<file path="config.mk">
export PLATFORM = sky130hd
export DESIGN_NAME = nlns_dist_unit
export DESIGN_NICKNAME = d
export VERILOG_FILES = /design/src/design/nlns_pkg.sv /design/src/design/nlns_dist_unit.sv
export SDC_FILE = /design/constraint.sdc
export NUM_CORES = 1
export LEC_CHECK = 0
export ABC_AREA = 1
export BUFFER_PORTS_ARGS = -buffer_cell sky130_fd_sc_hd__buf_2
export CAP_MARGIN = 10
export CORE_ASPECT_RATIO = 1.2
export CORE_UTILIZATION = 63
export CTS_CLUSTER_SIZE = 10
export DETAILED_ROUTE_END_ITERATION = 8
export PLACE_DENSITY = 0.94
export SLEW_MARGIN = 40
export SYNTH_ARGS = -nofsm -noshare
export SYNTH_HDL_FRONTEND = slang
export SYNTH_SLANG_ARGS = --single-unit
</file>
<file path="constraint.sdc">
create_clock -name i_clk -period 6.3 [get_ports i_clk]
set_input_delay 0.315 -clock i_clk [delete_from_list [all_inputs] [get_ports i_clk]]
set_output_delay 0.315 -clock i_clk [all_outputs]
set_load 0.01 [all_outputs]
</file>
<file path="src/design/nlns_pkg.sv">
// Shared constants, types and beat layouts for the nearest live node search.
// No dependencies; imported by every module of the block.
`default_nettype none

package nlns_pkg;

    localparam int MAX_NODES  = 4096;
    localparam int IDX_BITS   = $clog2(MAX_NODES);
    localparam int CNT_BITS   = IDX_BITS + 1;
    localparam int COORD_BITS = 11;
    localparam int SQ_BITS    = 2 * COORD_BITS;
    localparam int DIST_BITS  = SQ_BITS + 1;
    localparam int RAD_BITS   = 8;
    localparam int R2_BITS    = 2 * RAD_BITS;

    // Fixed field widths of the stream beats
    localparam int ENTRY_BITS = 12;
    localparam int POS_BITS   = 11;

    // Slave tdata layout, lowest bit first
    localparam int S_IDX_LSB    = 0;
    localparam int S_X_LSB      = S_IDX_LSB + ENTRY_BITS;
    localparam int S_Y_LSB      = S_X_LSB + POS_BITS;
    localparam int S_ALIVE_BIT  = S_Y_LSB + POS_BITS;
    localparam int S_USED_BITS  = S_ALIVE_BIT + 1;
    localparam int S_TDATA_BITS = ((S_USED_BITS + 7) / 8) * 8;

    // Master tdata layout, lowest bit first
    localparam int M_IDX_LSB    = 0;
    localparam int M_FOUND_BIT  = M_IDX_LSB + ENTRY_BITS;
    localparam int M_INSIDE_BIT = M_FOUND_BIT + 1;
    localparam int M_DIST_LSB   = M_INSIDE_BIT + 1;
    localparam int M_DIST_MSB   = M_DIST_LSB + DIST_BITS - 1;
    localparam int M_USED_BITS  = M_DIST_MSB + 1;
    localparam int M_TDATA_BITS = ((M_USED_BITS + 7) / 8) * 8;
    localparam int M_PAD_BITS   = M_TDATA_BITS - M_USED_BITS;

    localparam logic [RAD_BITS-1:0] RADIUS_RST = RAD_BITS'(10);

    typedef enum logic {
        OP_WRITE = 1'b0,
        OP_QUERY = 1'b1
    } t_opcode;

    typedef struct packed {
        logic                  alive;
        logic [COORD_BITS-1:0] y;
        logic [COORD_BITS-1:0] x;
    } t_node;

    // One table read heading into the distance unit
    typedef struct packed {
        logic                vld;
        logic [IDX_BITS-1:0] idx;
        t_node               node;
    } t_scan;

    // Running best match
    typedef struct packed {
        logic                 found;
        logic [IDX_BITS-1:0]  idx;
        logic [DIST_BITS-1:0] dist_sq;
    } t_best;

endpackage

`default_nettype wire

</file>
<file path="src/design/nlns_dist_unit.sv">
// Shared distance unit: abs diff, square, then sum and compare against the best.
// Depends on nlns_pkg for t_scan and t_best.
`default_nettype none

module nlns_dist_unit
    import nlns_pkg::*;
(
    input  wire logic                  i_clk,
    input  wire logic                  i_rst_n,
    input  wire logic                  i_start,
    input  wire t_scan                 i_scan,
    input  wire logic [COORD_BITS-1:0] i_qx,
    input  wire logic [COORD_BITS-1:0] i_qy,
    output t_best                      o_best,
    output logic                       o_busy
);

    // stage 1: absolute differences
    logic                  r_s1_vld;
    logic                  r_s1_alive;
    logic [IDX_BITS-1:0]   r_s1_idx;
    logic [COORD_BITS-1:0] r_dx;
    logic [COORD_BITS-1:0] r_dy;
    logic [COORD_BITS-1:0] n_dx;
    logic [COORD_BITS-1:0] n_dy;

    // stage 2: squares
    logic                  r_s2_vld;
    logic                  r_s2_alive;
    logic [IDX_BITS-1:0]   r_s2_idx;
    logic [SQ_BITS-1:0]    r_sqx;
    logic [SQ_BITS-1:0]    r_sqy;

    // stage 3: sum, compare, keep best
    logic [DIST_BITS-1:0]  n_sum;
    logic                  n_take;
    t_best                 r_best;

    always_comb begin
        n_dx = (i_qx > i_scan.node.x) ? (i_qx - i_scan.node.x) : (i_scan.node.x - i_qx);
        n_dy = (i_qy > i_scan.node.y) ? (i_qy - i_scan.node.y) : (i_scan.node.y - i_qy);
        n_sum = DIST_BITS'(r_sqx) + DIST_BITS'(r_sqy);
        // strict less-than keeps the lowest index on a tie
        n_take = r_s2_vld && r_s2_alive && (!r_best.found || (n_sum < r_best.dist_sq));
    end

    always_ff @(posedge i_clk) begin
        if (!i_rst_n) begin
            r_s1_vld <= 1'b0;
            r_s2_vld <= 1'b0;
            r_best   <= '0;
        end else begin
            r_s1_vld <= i_scan.vld;
            r_s2_vld <= r_s1_vld;
            if (i_start) begin
                r_best <= '0;
            end else if (n_take) begin
                r_best.found   <= 1'b1;
                r_best.idx     <= r_s2_idx;
                r_best.dist_sq <= n_sum;
            end
        end
    end

    always_ff @(posedge i_clk) begin
        r_s1_alive <= i_scan.node.alive;
        r_s1_idx   <= i_scan.idx;
        r_dx       <= n_dx;
        r_dy       <= n_dy;
        r_s2_alive <= r_s1_alive;
        r_s2_idx   <= r_s1_idx;
        r_sqx      <= SQ_BITS'(r_dx) * SQ_BITS'(r_dx);
        r_sqy      <= SQ_BITS'(r_dy) * SQ_BITS'(r_dy);
    end

    assign o_best = r_best;
    assign o_busy = r_s1_vld || r_s2_vld;

endmodule

`default_nettype wire

</file>
Word level (Yosys, flattened, before mapping)
Cells that the tools add are included.
- register bits: 130
- input port bits: 61
- output and inout port bits: 37
- logic and storage cells: 32
- $add $sub $neg: 5
- multipliers: 2
- $lt $le $gt $ge: 3
- multiplexer cells: 2
- bitwise logic cells: 1
- reduce and logical (&&, ||, !) cells: 6
- operator list (kind ; number):
    multiplier 11 x 11 -> 22 bit ; 2
    subtractor 11 bit ; 4
    adder 22 x 22 -> 23 bit ; 1
    less-than comparator 23 bit ; 1
    > comparator 11 bit ; 2
    two-way mux 11 bit ; 2
    logical AND 1 bit ; 2
    logical OR 1 bit ; 2
    OR reduction 2 bit ; 1
    logical NOT 1 bit ; 1
    inverter 1 bit ; 1

Logic depth before layout (Yosys ltp)
Gate-level depths: netlist of run 1.
- word-level depth: 4
- mapped depth: 25
- gate-level depth less buffers: 24

Least setup slack after synthesis of run 1
OpenSTA, ideal clock, no wires.
- path type: register to register
- start point: register r_dx[2]
- end point: register r_sqx[20]
- setup time: 0.112 ns
- arrival time: 4.615 ns
- data required time: 6.188 ns
- path slack: 1.573 ns
- cell stages (with the launch flop): 21
- path buffers: 1
- clock period less this slack: 4.727 ns
- cell sequence: dfxtp_1 -> clkbuf_1 -> nand2_1 -> fa_1 -> inv_1 -> fa_1 -> inv_1 -> fa_1 -> inv_1 -> fa_1 -> inv_1 -> fa_1 -> inv_1 -> ha_1 -> nand2_1 -> nor2_1 -> nand4_1 -> o21ai_0 -> nand3_1 -> nand3_1 -> nand2_1
- cells in the longest elaborated chain, start to end: 1
- ends and longest elaborated chain (element ; line ; source):
    from (decl) ; nlns_dist_unit.sv:22 ; logic [COORD_BITS-1:0] r_dx;
    from (signal assigned) ; nlns_dist_unit.sv:68 ; r_dx <= n_dx;
    multiplier 11 x 11 -> 22 bit ; nlns_dist_unit.sv:72 ; r_sqx <= SQ_BITS'(r_dx) * SQ_BITS'(r_dx);
    to (signal assigned) ; nlns_dist_unit.sv:72 ;
    to (decl) ; nlns_dist_unit.sv:31 ; logic [SQ_BITS-1:0] r_sqx;
No other way between the ends.
A chain may end at the register's enable or synchronous reset.

Final worst setup path of run 1
- start point: register r_dx[8]
- end point: register r_sqx[20]
The elaborated chain is that of the path after synthesis.

==> reports/results.ini, run 1 <==
[setup_path]
rr_startpoint = r_dx[8]$_DFF_P_
endpoint_kind = register
ff2ff_setup_slack_ns = 1.11
rr_endpoint = r_sqx[20]$_DFF_P_
cp-endpoint = r_sqx[20]$_DFF_P_
worstSetupStartpoint = r_dx[8]$_DFF_P_
cp.arrival_ns = 5.51
cp.required_ns = 6.62
r2r_cells = 17
worst-setup-path-type = reg -> reg
cp_max_fo = 15
start_kind = register

[route]
drtIter0Drc = 580
drt_wl_total_um = 30400
met1Wirelength_um = 12100
post-route-drc-count = 0
antenna_left = 0
top_layer = met4
num_vias = 12200
via_per_inst = 5.23
wl_met3_um = 1400
dr.pass1.iters = 5
met2_length_um = 15700
wire_per_inst_um = 13.1

[finish]
layout-drive-gt1-share_pct = 7.75
nets = 2420
layout.cells.most_common = nand2_1
antenna_cells = 0
final_cell_mix = 500 x nand2_1, 442 x inv_1, 191 x ha_1
area_growth_pct = 9.20

[yosys]
synth_top_family_by_area = adder cells
avgSynthCellArea_sq_um = 7.30
synth-simple-area-share_pct = 21.2
synth_area_leaders = fa_1 18%, dfxtp_1 18%, ha_1 17%, nand2_1 13%, inv_1 12%
yosysWarnings = 0
synth.distinct_cells = 41
ys_seq_area_share_pct = 17.9
syn_nets = 2340
synth_adder_area_share_pct = 34.9
synth-compound-area-share_pct = 7.84
synth_area_sq_mm = 0.0143
synth_top_cell_by_area = fa_1
synth_seq_cells = 128
syn-instance-count = 1958
synthXorXnorAreaFrac_pct = 4.47
synthMuxAreaShare_pct = 0
synth_top_area_share_pct = 18.2

[clock_tree]
root_buffer = clkbuf_16
clockBufferDepth = 2
post_cts_resized = 0
cts_tree = built
clkSinkCount = 128
clk_pin_slew_ns = 0.07
clk_latency_ns = 0.43
post_cts_buffers = 0
cts_max_level = 4
cts_buffers = 17

[sta]
min_period_ns = 5.19
period_share_pct = 82.3
finalHoldViolations = 0
tightestPinTransition_ns = 0.630
fin_setup_tns_ns = 0
setup_viol = 0
fin_worst_skew_ns = 0.00729
timing.fmax_mhz = 193
fin_hold_ws_ns = 0.106
rsz0062_at_grt = no
maxSlewViolCount = 0
maxSlewHeadroom_pct = 57.9

[floorplanning]
dieArea_sq_mm = 0.0233
initial_core_util_pct = 63.9
floorplan.die.width_um = 139
io_pins = 98
coreArea_sq_mm = 0.0224
die_y_um = 167
rows = 60

[global_routing]
grt_pass1_vias = 12400
grt_overflow = 0
grt_util_all_layers_pct = 27.7
grt_max_degree = 45
grt_pass1_wl_um = 52900
antenna_found_initial = 0

[worst_hold_path]
timing.hold.worst.class = in -> reg

[placement]
numPortBuffers = 97
hpwl_um = 24500
place_congestion = 0.927

[job]
drv_cap = 0

[outcome]
outcome = completed

-- worst min path at each step --
stage	startpoint	end	slack [ns]	depth (start not counted)
3_3_place_gp	r_s1_idx[0]$_DFF_P_	r_s2_idx[0]$_DFF_P_	0.31	0
2_1_floorplan	r_s1_alive$_DFF_P_	r_s2_alive$_DFF_P_	0.31	0
6_report	i_scan[35]	r_s1_vld$_SDFF_PN0_	0.11	3
3_5_place_dp	r_s1_idx[0]$_DFF_P_	r_s2_idx[0]$_DFF_P_	0.31	0
4_1_cts	i_scan[35]	r_s1_vld$_SDFF_PN0_	0.09	3
5_1_grt	i_scan[35]	r_s1_vld$_SDFF_PN0_	0.09	3
-- synthesized netlist by cell type --
cell type	count
a211oi_1	8
clkbuf_1	28
xor2_1	55
nor2_2	1
a31oi_1	3
nand2_2	4
inv_2	5
or2_2	1
a21boi_1	1
a31o_2	1
nand2_8	1
and2_4	2
nand2_1	500
buf_6	7
buf_4	4
o21ai_2	10
a21o_1	7
o21ai_1	5
o21ai_0	38
nor2_1	138
buf_2	7
clkbuf_2	4
nor4_1	2
o21a_1	1
dfxtp_1	128
nand2_4	1
a21oi_1	100
inv_1	442
nor3_1	15
ha_1	191
o211ai_1	8
o31ai_1	1
fa_1	130
nand3_2	1
and2_1	2
nand3b_1	19
o21bai_1	11
a21boi_2	1
nand4_1	10
nand3_1	47
xnor2_1	18
-- cell type report --
type                    instances  area (sq um)
multi-input cells            1333          9790
clock inverters                15           184
clock buffers                  17           425
fillers                      1777          6760
well taps                     279           349
inverters                     447          1680
repair buffers                111           623
flip-flops and latches        128          2560
-- routing by layer --
layer / vias up / global-route usage (%)
met5: - / 0
met4: 0 / 14.2
met3: 93 / 4.11
met2: 370 / 52.2
met1: 5634 / 29.8
li1: 6094 / -
-- kinds of logic (layout without fill, tap and decap cells) --
kind of cell / Yosys count / in the layout
AND/OR/NAND/NOR: 744 / 744
buffers and inverters: 497 / 590
adder cells (fa/ha/maj): 321 / 321
AO/OA/AOI/OAI: 195 / 195
flip-flops: 128 / 128
XOR/XNOR: 73 / 73
-- critical path, cell delays in order (launching register included) --
cell and delay (ns):
dfxtp_1 0.67, nand2_1 0.22, fa_1 0.54, fa_1 0.50, inv_1 0.06, fa_1 0.51
fa_1 0.54, inv_1 0.05, fa_1 0.52, inv_1 0.04, ha_1 0.33, nand2_1 0.11
nor2_1 0.21, nand4_1 0.12, o21ai_0 0.36, nand3_1 0.16, nand3_1 0.10, nand2_1 0.05
-- registers in the layout, summed over array words and instances (netlist names), 11 cells and up --
signal    cells
r_s2_idx     12
r_dx         11
o_best       36
r_sqy        21
r_sqx        21
r_dy         11
r_s1_idx     12
-- metrics by stage --
stage                     area, sq um  cells  setup slack, ns  utilization [%]
final                           15600   2330             1.11             69.8
after global routing            15600   2330            0.838             69.8
after CTS                       15600   2330             1.16             69.8
after detailed placement        14900   2285             1.23             66.5
after global placement          14900   2285             1.40             66.5
after floorplan                 14300   1958             1.57                -
-- what timing repair did --
action | CTS | global route
endpoints found under the setup margin | 0 | 0
endpoints found under the hold margin | 13 | 0
hold buffers | 13 | 0
Power of run 1 is not shown: default switching activity piles up to over one toggle a cycle in this logic, so the estimate is an artifact.
==> run 2, diff against run 1 <==
--- a/config.mk
+++ b/config.mk
@@ -9,10 +9,10 @@
 export BUFFER_PORTS_ARGS = -buffer_cell sky130_fd_sc_hd__buf_2
 export CAP_MARGIN = 10
 export CORE_ASPECT_RATIO = 1.2
-export CORE_UTILIZATION = 63
+export CORE_UTILIZATION = 57
 export CTS_CLUSTER_SIZE = 10
 export DETAILED_ROUTE_END_ITERATION = 8
-export PLACE_DENSITY = 0.94
+export PLACE_DENSITY = 0.9
 export SLEW_MARGIN = 40
 export SYNTH_ARGS = -nofsm -noshare
 export SYNTH_HDL_FRONTEND = slang
==> constraint.sdc (replaced) <==
create_clock -name i_clk -period 4.67 [get_ports i_clk]
set_input_delay 0.2335 -clock i_clk [delete_from_list [all_inputs] [get_ports i_clk]]
set_output_delay 0.2335 -clock i_clk [all_outputs]
set_load 0.01 [all_outputs]
==> run 2 against run 1 <==
Compared with the run above: the run now ends with DRC, setup timing left; sequential share of layout area fell by 0.47 points; clock skew rose by 0.0030 ns; critical path depth is 2 higher; utilization is 3.7 points lower; via count up 1.6%; global-route usage is 3.0 points lower; first-iteration DRC count rose by 3.4%; maximum frequency grew 11%; non-clock buffer count is 41 higher; clock-buffer cell count stayed put.
==> reports/results.ini, run 2 (synthesis gave the netlist of run 1 again) <==
[outcome]
outcome = finished with violations  ; was completed
violations = DRC, setup timing

[route]
via_per_inst = 5.13  ; was 5.23
drt_wl_total_um = 31700  ; was 30400 um
antenna_left = 0  ; unchanged
wire_per_inst_um = 13.1  ; about the same
post-route-drc-count = 1  ; was 0
dr.pass1.iters = 9  ; was 5
drtIter0Drc = 600  ; was 580
num_vias = 12400  ; was 12200

[sta]
tightestPinTransition_ns = 0.504  ; was 0.630 ns
period_share_pct = 100  ; was 82.3%
finalHoldViolations = 0  ; unchanged
fin_worst_skew_ns = 0.0102  ; was 0.00729 ns
maxSlewHeadroom_pct = 66.4  ; was 57.9%
min_period_ns = 4.68  ; was 5.19 ns
fin_ws_ns = -0.0147  ; was 1.11 ns
maxSlewViolCount = 0  ; unchanged
timing.fmax_mhz = 213  ; was 193 MHz
rsz0062_at_grt = yes  ; was no
setup_viol = 2  ; was 0

[clock_tree]
cts_tree = built  ; unchanged
clkSinkCount = 128  ; unchanged
clk_latency_ns = 0.43  ; about the same
cts_buffers = 17  ; unchanged
root_buffer = clkbuf_16  ; unchanged
cts_max_level = 4  ; unchanged
clk_pin_slew_ns = 0.07  ; about the same
clockBufferDepth = 2  ; unchanged

[setup_path]
worst-setup-path-type = reg -> reg  ; unchanged
rr_startpoint = r_dx[7]$_DFF_P_  ; was r_dx[8]$_DFF_P_
worstSetupStartpoint = r_dx[7]$_DFF_P_  ; was r_dx[8]$_DFF_P_
r2r_cells = 19  ; was 17
crit_chain = buf_6 > nand2_1 > inv_2 > fa_1 > fa_2 > fa_2 > fa_1 > inv_1 > fa_1 > inv_1 > ha_4 > nand2_4 > nor2_4 > nand4_1 > o21ai_1 > buf_4 > nand2_1 > nand4_1 > nand2_1  ; was nand2_1 > fa_1 > fa_1 > inv_1 > fa_1 > fa_1 > inv_1 > fa_1 > inv_1 > ha_1 > nand2_1 > nor2_1 > nand4_1 > o21ai_0 > nand3_1 > nand3_1 > nand2_1
endpoint_kind = register  ; unchanged
start_kind = register  ; unchanged
cp-endpoint = r_sqx[21]$_DFF_P_  ; was r_sqx[20]$_DFF_P_
cp.arrival_ns = 5.01  ; was 5.51 ns
cp_max_fo = 4  ; was 15
cpMaxStageDelayCell = fa_2  ; was dfxtp_1
cp.required_ns = 5.00  ; was 6.62 ns
slowest_delay_ns = 0.60  ; was 0.67 ns
ff2ff_setup_slack_ns = -0.01  ; was 1.11 ns
rr_endpoint = r_sqx[21]$_DFF_P_  ; was r_sqx[20]$_DFF_P_

[finish]
antenna_cells = 0  ; unchanged
multi_input_area_sq_mm = 0.0101  ; was 0.00979 sq mm
area_growth_pct = 14.0  ; was 9.20%
nets = 2461  ; was 2420
fin_area_sq_mm = 0.0163  ; was 0.0156 sq mm
final_core_util_pct = 66.0  ; was 69.8%
n_fill_cell = 1962  ; was 1777
largest_reg_flops = 36  ; unchanged
final_cell_mix = 487 x nand2_1, 440 x inv_1, 182 x ha_1  ; was 500 x nand2_1, 442 x inv_1, 191 x ha_1
layout-drive-gt1-share_pct = 13.0  ; was 7.75%
regArea_sq_mm = 0.00260  ; was 0.00256 sq mm
layout.cells.most_common = nand2_1  ; unchanged

[placement]
pre_cts_ws_ns = -0.0444  ; was 1.23 ns
hpwl_um = 24800  ; was 24500 um
numPortBuffers = 97  ; unchanged
place_congestion = 0.929  ; was 0.927
placed_area_sq_mm = 0.0152  ; was 0.0149 sq mm

[worst_hold_path]
min_path_cells = 3  ; unchanged
timing.hold.worst.class = in -> reg  ; unchanged

[global_routing]
antenna_found_initial = 0  ; unchanged
grt_util_all_layers_pct = 24.7  ; was 27.7%
grt_pass1_wl_um = 52300  ; was 52900 um
grt_max_degree = 45  ; unchanged
grt_pass1_vias = 12300  ; was 12400
grt_overflow = 0  ; unchanged

[floorplanning]
io_pins = 98  ; unchanged
die_y_um = 175  ; was 167 um
dieArea_sq_mm = 0.0257  ; was 0.0233 sq mm
floorplan.die.width_um = 147  ; was 139 um
rows = 63  ; was 60
coreArea_sq_mm = 0.0247  ; was 0.0224 sq mm
initial_core_util_pct = 57.9  ; was 63.9%

[job]
drv_cap = 0  ; unchanged

-- run 2: changes by cell type in the layout (fill, tap and decap cells not counted), sizes merged --
cell | before | now
dlygate4sd3 | 13 | 14
inv | 458 | 457
buf | 98 | 138
clkinv | 1 | 4
bufinv | 2 | 0
-- run 2: metal layers --
layer,track usage (%),part of all wire [%],routed length [um],vias up
li1,-,-,-,6171
met1,25.9,39,12400,5765
met2,48.3,53,16800,344
met3,3.27,3.7,1160,109
met4,11.5,4.0,1270,0
met5,0,0,0,-
-- run 2: worst max-delay path, delay by kind of cell (launching register included) --
family | cells | cell delay (ns)
buffers and inverters | 5 | 0.53
AND/OR/NAND/NOR | 7 | 0.54
AO/OA/AOI/OAI | 1 | 0.23
adder cells (fa/ha/maj) | 6 | 2.94
flip-flops | 1 | 0.36
-- run 2: area by class of cell --
cell class / instances / area share, %
Clock buffer: 17 / 2.61
Sequential cell: 128 / 15.9
Multi-Input combinational cell: 1333 / 61.8
Timing Repair Buffer: 152 / 5.80
Clock inverter: 15 / 1.01
Inverter: 447 / 10.3
Tap cell: 325 / 2.50
-- run 2: worst min-delay path by stage --
stage	startpoint	endpoint	slack (ns)
3_5_place_dp	r_s1_idx[6]$_DFF_P_	r_s2_idx[6]$_DFF_P_	0.31
2_1_floorplan	i_scan[22]	r_s1_alive$_DFF_P_	0.26
5_1_grt	i_rst_n	r_s1_vld$_SDFF_PN0_	0.05
3_3_place_gp	r_s1_idx[11]$_DFF_P_	r_s2_idx[11]$_DFF_P_	0.31
4_1_cts	i_rst_n	r_s1_vld$_SDFF_PN0_	0.006
6_report	i_rst_n	r_s1_vld$_SDFF_PN0_	0.04
-- run 2: timing repair --
item	4_1_cts	5_1_grt
hold buffers	14	0
pin swaps	2	27
buffers inserted	0	5
resized for setup	14	84
hold endpoints to repair	14	0
endpoints found under the setup margin	9	21
gates cloned	0	0
-- run 2: through the flow --
stage	instances	TNS [ns]	hold WS, ns
floorplan	1958	0	0.261
global placement	2366	0	0.311
detailed placement	2366	-0.192	0.312
CTS	2412	0	0.00625
global route	2417	-0.966	0.0529
finish	2417	-0.0263	0.0448
Power of run 2 is left out for the same reason.
==> run 3, diff against run 2 <==
--- a/config.mk
+++ b/config.mk
@@ -12,7 +12,7 @@
 export CORE_UTILIZATION = 57
 export CTS_CLUSTER_SIZE = 10
 export DETAILED_ROUTE_END_ITERATION = 8
-export PLACE_DENSITY = 0.9
+export PLACE_DENSITY = 0.78
 export SLEW_MARGIN = 40
 export SYNTH_ARGS = -nofsm -noshare
 export SYNTH_HDL_FRONTEND = slang
==> run 3 against run 2 <==
Compared with the run above: the flow now finishes without violations; critical path depth down 1; worst setup slack gained 0.11 ns; clock-buffer cell count unchanged; die area is the same; sequential share of layout area hardly changed; maximum frequency up 2.5%; global-route usage down 0.15 points; register-to-register slack better by 0.11 ns; clock skew down 0.00074 ns; cell count is essentially flat; first-iteration DRC count down 33%.
==> reports/results.ini, run 3 (synthesis gave the netlist of run 1 again) <==
[finish]
final_cell_mix = 491 x nand2_1, 442 x inv_1, 182 x ha_1  ; was 487 x nand2_1, 440 x inv_1, 182 x ha_1
fin_area_sq_mm = 0.0162  ; was 0.0163 sq mm
regArea_sq_mm = 0.00259  ; was 0.00260 sq mm
final_core_util_pct = 65.7  ; was 66.0%
largest_reg_flops = 36  ; unchanged
layout.cells.most_common = nand2_1  ; unchanged
multi_input_area_sq_mm = 0.0100  ; was 0.0101 sq mm
layout-drive-gt1-share_pct = 12.3  ; was 13.0%
area_growth_pct = 13.5  ; was 14.0%
fin_cells = 2415  ; was 2417
nets = 2459  ; was 2461
n_fill_cell = 2144  ; was 1962
antenna_cells = 0  ; unchanged

[global_routing]
grt_max_degree = 45  ; unchanged
antenna_found_initial = 0  ; unchanged
grt_overflow = 0  ; unchanged
grt_pass1_vias = 12100  ; was 12300
grt_pass1_wl_um = 52000  ; was 52300 um
grt_util_all_layers_pct = 24.6  ; was 24.7%

[route]
via_per_inst = 4.98  ; was 5.13
drt_wl_total_um = 30300  ; was 31700 um
num_vias = 12000  ; was 12400
drtIter0Drc = 402  ; was 600
dr.pass1.iters = 5  ; was 9
antenna_left = 0  ; unchanged
top_layer = met4  ; unchanged
met1Wirelength_um = 12400  ; about the same
post-route-drc-count = 0  ; was 1
met2_length_um = 15900  ; was 16800 um
wl_met3_um = 966  ; was 1160 um
wire_per_inst_um = 12.6  ; was 13.1 um

[floorplanning]
die_y_um = 175  ; unchanged
floorplan.die.width_um = 147  ; unchanged
io_pins = 98  ; unchanged
coreArea_sq_mm = 0.0247  ; unchanged
initial_core_util_pct = 57.9  ; unchanged
rows = 63  ; unchanged
dieArea_sq_mm = 0.0257  ; unchanged

[clock_tree]
root_buffer = clkbuf_16  ; unchanged
cts_max_level = 4  ; unchanged
clk_latency_ns = 0.43  ; about the same
clockBufferDepth = 2  ; unchanged
clk_pin_slew_ns = 0.06  ; was 0.07 ns
cts_buffers = 17  ; unchanged
cts_tree = built  ; unchanged
clkSinkCount = 128  ; unchanged

[setup_path]
cp_max_fo = 5  ; was 4
endpoint_kind = register  ; unchanged
r2r_cells = 18  ; was 19
worst-setup-path-type = reg -> reg  ; unchanged
ff2ff_setup_slack_ns = 0.1  ; was -0.01 ns
rr_startpoint = r_dx[2]$_DFF_P_  ; was r_dx[7]$_DFF_P_
worstSetupStartpoint = r_dx[2]$_DFF_P_  ; was r_dx[7]$_DFF_P_
cp.required_ns = 4.98  ; was 5.00 ns
cp.arrival_ns = 4.89  ; was 5.01 ns
rr_endpoint = r_sqx[12]$_DFF_P_  ; was r_sqx[21]$_DFF_P_
start_kind = register  ; unchanged

[sta]
tightestPinTransition_ns = 0.504  ; about the same
setup_viol = 0  ; was 2
rsz0062_at_grt = yes  ; unchanged
maxSlewViolCount = 0  ; unchanged
finalHoldViolations = 0  ; unchanged
maxSlewHeadroom_pct = 66.4  ; about the same
min_period_ns = 4.57  ; was 4.68 ns
period_share_pct = 97.9  ; was 100%
fin_worst_skew_ns = 0.00950  ; was 0.0102 ns
fin_hold_ws_ns = 0.0279  ; was 0.0448 ns
timing.fmax_mhz = 219  ; was 213 MHz

[worst_hold_path]
min_to = r_s1_vld$_SDFF_PN0_  ; unchanged
timing.hold.worst.class = in -> reg  ; unchanged
min_path_cells = 3  ; unchanged
hold_start = i_rst_n  ; unchanged

[job]
drv_cap = 0  ; unchanged

[placement]
place_congestion = 0.914  ; was 0.929
place_inst = 2365  ; was 2366
placed_area_sq_mm = 0.0152  ; about the same
hpwl_um = 24700  ; was 24800 um
numPortBuffers = 97  ; unchanged

[outcome]
outcome = completed  ; was finished with violations

run 3: cell count changes in the layout (fill, tap and decap cells not counted), moves of 3 or more:
cell / change
a21oi_1: +3
buf_6: -3
dfxtp_2: +4
dfxtp_4: -3
fa_1: +3
fa_2: -3
nand2_1: +4
nand2_2: -4
nor3_1: +3
nor3_2: -3
run 3: layer usage:
layer | global-route usage (%) | up-vias
li1 | - | 6169
met1 | 26.9 | 5554
met2 | 47.4 | 236
met3 | 3.30 | 69
met4 | 9.59 | 0
met5 | 0 | -
run 3: what timing repair did:
item | CTS | global route
endpoints found under the setup margin | 7 | 21
endpoints found under the hold margin | 14 | 0
cloned | 0 | 0
hold buffers | 14 | 0
setup buffers | 0 | 4
resized for setup | 9 | 71
pin swaps | 2 | 18
run 3: layout make-up:
class	instances	area share, %
clock buffer	17	2.62
clock inverter	15	1.01
inverter	447	10.3
multi-input combinational	1333	61.9
sequential	128	16.0
tap	325	2.51
timing repair buffer	150	5.66
run 3: worst max-delay path by stage:
stage,slack (ns),depth (start not counted),endpoint
2_1_floorplan,0.02,20,r_sqx[20]$_DFF_P_
3_3_place_gp,-0.03,19,r_sqx[21]$_DFF_P_
3_5_place_dp,-0.20,19,r_sqx[17]$_DFF_P_
4_1_cts,0.002,17,r_sqx[15]$_DFF_P_
5_1_grt,-0.11,21,r_sqy[16]$_DFF_P_
6_report,0.1,18,r_sqx[12]$_DFF_P_
run 3: worst max-delay path, cell delays in order (launching register included):
cell and delay (ns):
dfxtp_4 0.37, nand2_1 0.08, fa_1 0.53, inv_1 0.07
fa_1 0.50, inv_1 0.05, fa_1 0.47, inv_1 0.05
fa_1 0.53, inv_1 0.06, fa_1 0.53, inv_1 0.06
ha_4 0.27, a21oi_2 0.18, o21ai_0 0.15, a21oi_1 0.18
o21ai_2 0.11, buf_4 0.14, xor2_1 0.13
run 3: metrics by stage:
step	worst slack [ns]	setup TNS (ns)
final	0.0974	0
after CTS	0.00178	0
after global routing	-0.114	-0.412
after floorplan	0.0158	0
after detailed placement	-0.195	-0.720
after global placement	-0.0254	-0.0388
Power of run 3 is left out for the same reason.
